$ cat config.mk
export PLATFORM = sky130hd
export DESIGN_NAME = erb_fifo
export DESIGN_NICKNAME = d
export VERILOG_FILES = /design/src/rtl/erb_fifo.sv
export SDC_FILE = /design/constraint.sdc
export NUM_CORES = 1
export LEC_CHECK = 0
export ABC_AREA = 0
export BUFFER_PORTS_ARGS = -buffer_cell sky130_fd_sc_hd__buf_2
export CAP_MARGIN = 20
export CORE_ASPECT_RATIO = 1.25
export CORE_UTILIZATION = 30
export CTS_BUF_LIST = sky130_fd_sc_hd__clkbuf_2
export DETAILED_ROUTE_END_ITERATION = 6
export PLACE_DENSITY_LB_ADDON = 0.25
export SYNTH_ARGS = -nofsm -noshare
export SYNTH_HDL_FRONTEND = slang
export SYNTH_SLANG_ARGS = --single-unit
$ cat constraint.sdc
create_clock -name clk -period 3.61 [get_ports clk]
set_input_delay 0.1805 -clock clk [delete_from_list [all_inputs] [get_ports clk]]
set_output_delay 0.1805 -clock clk [all_outputs]
set_load 0.005 [all_outputs]
$ cat src/rtl/erb_fifo.sv
// ----------------------------------------------------------------------------
// erb_fifo
// Small register queue with a count-based empty flag and an occupancy count.
// ----------------------------------------------------------------------------
module erb_fifo #(
	parameter int unsigned WIDTH = 96,
	parameter int unsigned DEPTH = 4
) (
	input  logic             clk,
	input  logic             arst_n,
	input  logic             push,
	input  logic [WIDTH-1:0] wdata,
	input  logic             pop,
	output logic [WIDTH-1:0] rdata,
	output logic             empty,
	output logic [$clog2(DEPTH+1)-1:0] count
);
	localparam int unsigned AW = $clog2(DEPTH);

	logic [WIDTH-1:0] mem_q [DEPTH];
	logic [AW-1:0]    wr_q, rd_q;
	logic [$clog2(DEPTH+1)-1:0] cnt_q;
	logic do_push, do_pop;

	assign do_push = push && (cnt_q != ($clog2(DEPTH+1))'(DEPTH));
	assign do_pop  = pop && (cnt_q != '0);

	always_ff @(posedge clk) begin
		if (do_push)
			mem_q[wr_q] <= wdata;
	end

	// pointers wrap at DEPTH
	always_ff @(posedge clk or negedge arst_n) begin
		if (!arst_n) begin
			wr_q  <= '0;
			rd_q  <= '0;
			cnt_q <= '0;
		end else begin
			if (do_push)
				wr_q <= (wr_q == AW'(DEPTH-1)) ? '0 : wr_q + 1'b1;
			if (do_pop)
				rd_q <= (rd_q == AW'(DEPTH-1)) ? '0 : rd_q + 1'b1;
			cnt_q <= cnt_q + (do_push ? 1'b1 : 1'b0) - (do_pop ? 1'b1 : 1'b0);
		end
	end

	assign rdata = mem_q[rd_q];
	assign empty = (cnt_q == '0);
	assign count = cnt_q;
endmodule

== After elaboration in Yosys (flattened, before gate mapping) ==
Memories as Yosys holds them, arrays and structs flattened.
Index checks and enable logic that the tools add are counted.
Storage, ports and cells
  flip-flop bits (word level): 7
  memory bits (writable): 384
  input port bits: 100
  output and inout port bits: 100
  logic and storage cells: 21
  memories kept: 1
Memory list
  mem_q: words 4, width 96, rd ports 1, clocked after memory_dff 0, wr ports 1, line 20  | logic [WIDTH-1:0] mem_q [DEPTH];
Operators by class
  $add $sub $neg: 4
  equality and inequality tests: 3
  mux-type cells: 6
  reductions and logical operators: 4
Operators with widths (count)
  adder 2 x 1 -> 2 bit (second input constant): 2
  == test 2 bit (second input constant): 2
  two-way mux 1 bit: 4
  two-way mux 2 bit: 2
  adder 3 x 1 -> 3 bit: 1
  zero test 3 bit: 1
  != test 3 bit (second input constant): 1
  nonzero test 3 bit: 1
  subtractor 3 x 1 -> 3 bit: 1
  logical AND 1 bit: 2

== Logic depth before layout (Yosys ltp) ==
  word-level depth: 5
  depth in mapped cells: 10
  gate-level depth less buffers: 10

== Worst setup path before layout ==
Ideal clock, no wire load.
  kind: register -> register
  start point: reg cnt_q[1] (netlist: count[1])
  end point: mem mem_q[1][0], enable pin
  library setup time: 466 ps
  arrival: 3108 ps
  data required time: 3144 ps
  slack: 37 ps
  cell stages (with the launch flop): 4
  path buffers: 0
  period minus slack after synthesis: 3573 ps
  cells stage by stage: dfrtp_1 nor2_1 a21boi_1 and2_1
On the way
  word-level cells in the longest chain between the ends: 4
Ends and longest elaborated chain
  from (decl): line 22  | logic [$clog2(DEPTH+1)-1:0] cnt_q;
  from (signal assigned): line 44  | cnt_q <= cnt_q + (do_push ? 1'b1 : 1'b0) - (do_pop ? 1'b1 : 1'b0);
  != test 3 bit: line 25  | assign do_push = push && (cnt_q != ($clog2(DEPTH+1))'(DEPTH));
  logical AND 1 bit: line 25
  two-way mux 1 bit: line 29  | if (do_push)
  two-way mux 1 bit (implied by the code): line 30  | mem_q[wr_q] <= wdata;
  to (decl): line 20
Every way passes these cells.

== Final worst setup path ==
  start point: reg rd_q[0]
  end point: out rdata[71]
On the way
  word-level cells in the longest chain between the ends: 1
Ends and longest elaborated chain
  from (decl): line 21  | logic [AW-1:0] wr_q, rd_q;
  from (signal assigned): line 43  | rd_q <= (rd_q == AW'(DEPTH-1)) ? '0 : rd_q + 1'b1;
  memory read (4 x 96 bit)
  to (decl): line 14  | output logic [WIDTH-1:0] rdata,
Every way passes these cells.

==> results <==
- The later pin in the worst-skew pair is clocked with a latency of 1.02 ns.
- Synthesis inferred 391 register bits.
- The part of the cycle the worst path needs is 0.8602.
- The clock tree skew after final layout is 0.04216 ns.
- The average via count per standard cell is 4.296.
- Synthesis produced a netlist whose cell count is 540.
- The total iterations of the first detailed-routing run is 4.
- The width of the die is 197.1 µm.
- The maximum vdd drop is approximately 0.00055 V.
- The finished layout cell area is approximately 19000 µm².
- The tree is rooted in a clkbuf_2.
- The data required time at the worst endpoint is 3.43 ns.
- The TritonCTS clock tree is built.
- The largest total area in the synthesized netlist belongs to edfxtp_1.
- For the finished layout, the period the worst path requires is 3.105 ns.
- The min-delay analysis places its worst path in the category input port to flip-flop.
- The largest incremental delay on the critical path is slightly above 0.8 ns.
- The max-slew violation count is 0.
- Of the total synthesized cell area, the portion taken by XOR and XNOR cells is 0.001227.
- The flow ran to the end, and the final reports show no timing, DRC or antenna violations.
- The Yosys warning count is 0.
- OpenSTA, run right after detailed placement, puts the worst setup slack at 1.175 ns.
- The total overflow left after global routing is 0.
- The highest achievable clock rate is 0.3220 GHz.
- The cell area power density is 699.5 nW/µm².
- Traced cell by cell, the critical path runs through buf_12 > mux4_2 > buf_2.
- After floorplanning, the core was sized to cover 47100 µm².
- The worst hold path terminates at wr_q[1].
- The mux share of post-synthesis cell area is 0.1546.
- In the global route stage, overall resource usage came out at 0.1315.
- The first routing iteration left ~250 violations.
- The source of the worst hold timing path is push.
- The number of nets in the synthesized netlist is 648.
- The buffer levels on the longest clock path is 3.
- The synthesized netlist contains 19 unique library cells.
- The first global-routing pass estimated 47140 µm of wire.
- At the pin with the least slew margin, the transition time is 0.6629 ns.
- For this configuration, the core starts out at a cell density of 0.3031.
- Setup repair after global routing left no endpoint under its margin.
- In this run the register-to-register setup slack is 1.16 ns.
- By count the netlist is led by 384 x edfxtp_1, 96 x mux4_2.
- STA classifies the critical path endpoint as an output pin.
- Of the synthesized area, sequential elements account for 0.8200.
- Counting the buffers created by CTS gives 96.
- The final layout contains routed wiring with a total length of 30580 µm.
- By area, the combinational part of the netlist is dominated by multiplexers.
- Setup violations remaining at the end of the flow were counted as 0.
- Detailed placement finished with a half-perimeter wire length of 16470 µm.
- The post-synthesis async set-or-reset flop share is 0.01790.
- The endpoint identified for the worst register-to-register timing path is count[2].
- The core occupancy in the finished layout is 0.4042.
- The count of final hold-check violations is 0.
- Summed over all cells, the static leakage comes to a little under 7 nW.
- Dividing the detail-routed wire length by the instance count gives 17.56 µm.
- In the post-synthesis netlist, the biggest area contributors are edfxtp_1 81%, mux4_2 15%, dfrtp_1 1.2%.
- In this run the cell area measured after placement is 16110 µm².
- After routing, the total negative slack on setup checks comes to 0 ns.
- Of the total synthesized cell area, the portion taken by full adders, half adders and majority gates is 0.007537.
- Pin placement for this block handled 200 I/O pins.
- The share of post-route cells with drive strength above 1 is 0.4231.
- After clock tree synthesis, the clock-pin slew on the worst setup and hold paths is ~0.090 ns.
- The worst path arrival time is between 2 and 3 ns.
- STA classifies the critical path startpoint as a flip-flop.
- The tightest hold path in the finished design has a slack of 0.3116 ns.
- For this run, design rule violations remaining after detail routing come to 0.
- The final RePlAce weighted congestion is between 0.6 and 0.7.
- The highest-delay cell along the critical path is dfrtp_4.
- The average instance in the mapped netlist occupies 26.44 µm².
- Of the total synthesized cell area, the portion taken by AND, OR, NAND and NOR gates is 0.003330.
- The number of placement rows is 89.
- The via count of the first global-routing pass was 8460.
- Across the run, the number of max-cap violations was 0.
- Setup slack closes at about 0.50 ns.
- By startpoint and endpoint, the worst setup path is classified as flip-flop to output pin.
- The synthesized netlist occupies a cell area of 14280 µm².
- Entering global routing, the biggest net connects 97 pins.
- The synthesized-area fraction occupied by ao, oa, aoi and oai cells is 0.0005259.
- During placement, the flow inserted port buffers numbering 199.
- The number of antenna violations at the first check in global routing is 3.
- The most used flip-flop cell after synthesis is edfxtp_1.
- The layout-stage area growth over the synthesis result is 33.36%.
- The maximum level of the CTS H-tree is 3.
- Across all layers, the routed design uses 7479 vias.
- The die covers between 40000 and 50000 µm².
- The TritonCTS sink count is 391.
- The number of cells on the worst reg-to-reg path is 10.
- The number of nets in the finished design is 1132.
- The detail route stage leaves a number of antenna-violating nets equal to 0.
- The most common cell in the netlist is edfxtp_1.
- In this run the tightest slew margin relative to its limit is 0.5581.
- Counting instances, the worst hold path has a depth of 4.
- The startpoint identified for the worst register-to-register timing path is count[1].
- The biggest fanout along the worst timing path is 34.
- The die extent in y is 245.9 µm.
- The share of the synthesized area in the top cell type is 0.8077.
- In this run, synthesis inferred 384 flip-flops with an integrated enable.
-- layout by cell type (no fill, tap or decap), drive strengths merged --
cell	netlist	layout
a21boi	1	1
and2	4	4
buf	17	210
bufinv	0	4
clkbuf	5	136
clkinv	0	29
dfrtp	7	7
diode	0	5
dlygate4sd3	0	198
edfxtp	384	384
fa	1	1
ha	7	7
inv	7	11
mux2	4	4
mux4	96	96
nand2b	1	1
nor2	3	3
nor3	1	1
xnor2	2	2
-- final cells by class --
cell class,count,area [µm²]
multi-input cells,120,2397
diodes,5,12.51
well taps,637,797.0
fillers,4354,28070
flip-flops and latches,391,11710
clock inverters,37,250.2
inverters,7,26.28
repair buffers,408,3161
clock buffers,136,680.7
-- state kept, by name (all words and copies together) (netlist names) --
| register | count |
|---|---|
| wr_q | 2 |
| mem_q | 384 |
| rd_q | 2 |
| count | 3 |
-- report_power, final --
part           internal [W]  switching (W)  leakage (nW)
logic               0.00201        0.00192          2.45
clock network       0.00131        0.00175         0.696
registers           0.00599       0.000345          3.60
-- worst max path at each step --
stage,startpoint,end,slack (ns),depth (start not counted)
floorplan,count[1],mem_q[1][0],0.04,3
finish,rd_q[0],rdata[71],0.50,3
global placement,count[1],count[2],1.17,10
detailed placement,count[1],count[2],1.17,10
global route,rd_q[0],rdata[72],0.16,3
CTS,rd_q[0],rdata[8],0.17,3
-- routing by layer --
layer,share of wire,GRT usage,vias up
met1,0.39,0.1465,3834
li1,-,-,3367
met4,0.021,0.06156,0
met2,0.53,0.2299,225
met3,0.056,0.03881,53
met5,0,0,-
-- critical path, delay by kind of cell (launching register included) --
family | cells | cell delay (ns)
multiplexers | 1 | 0.57
flip-flops | 1 | 0.81
buffers and inverters | 2 | 0.50
-- repair_timing --
item | CTS | global route
hold endpoints to repair | 496 | 0
hold buffers | 198 | 0
buffers inserted | 0 | 0
gates resized for setup | 0 | 0
-- kinds of logic after synthesis --
| logic type | Yosys count |
|---|---|
| AO/OA/AOI/OAI | 1 |
| XOR/XNOR | 2 |
| adder cells (fa/ha/maj) | 8 |
| buffers and inverters | 29 |
| flip-flops | 391 |
| multiplexers | 100 |
| AND/OR/NAND/NOR | 9 |
-- per-stage QoR --
step	cells	total power [W]
after global placement	1365	0.01034
final	1741	0.01332
after detailed placement	1365	0.01038
after CTS	1736	0.01368
after global routing	1741	0.01417
after floorplan	540	0.008705
No activity file was read; power rests on OpenSTA's default activity.
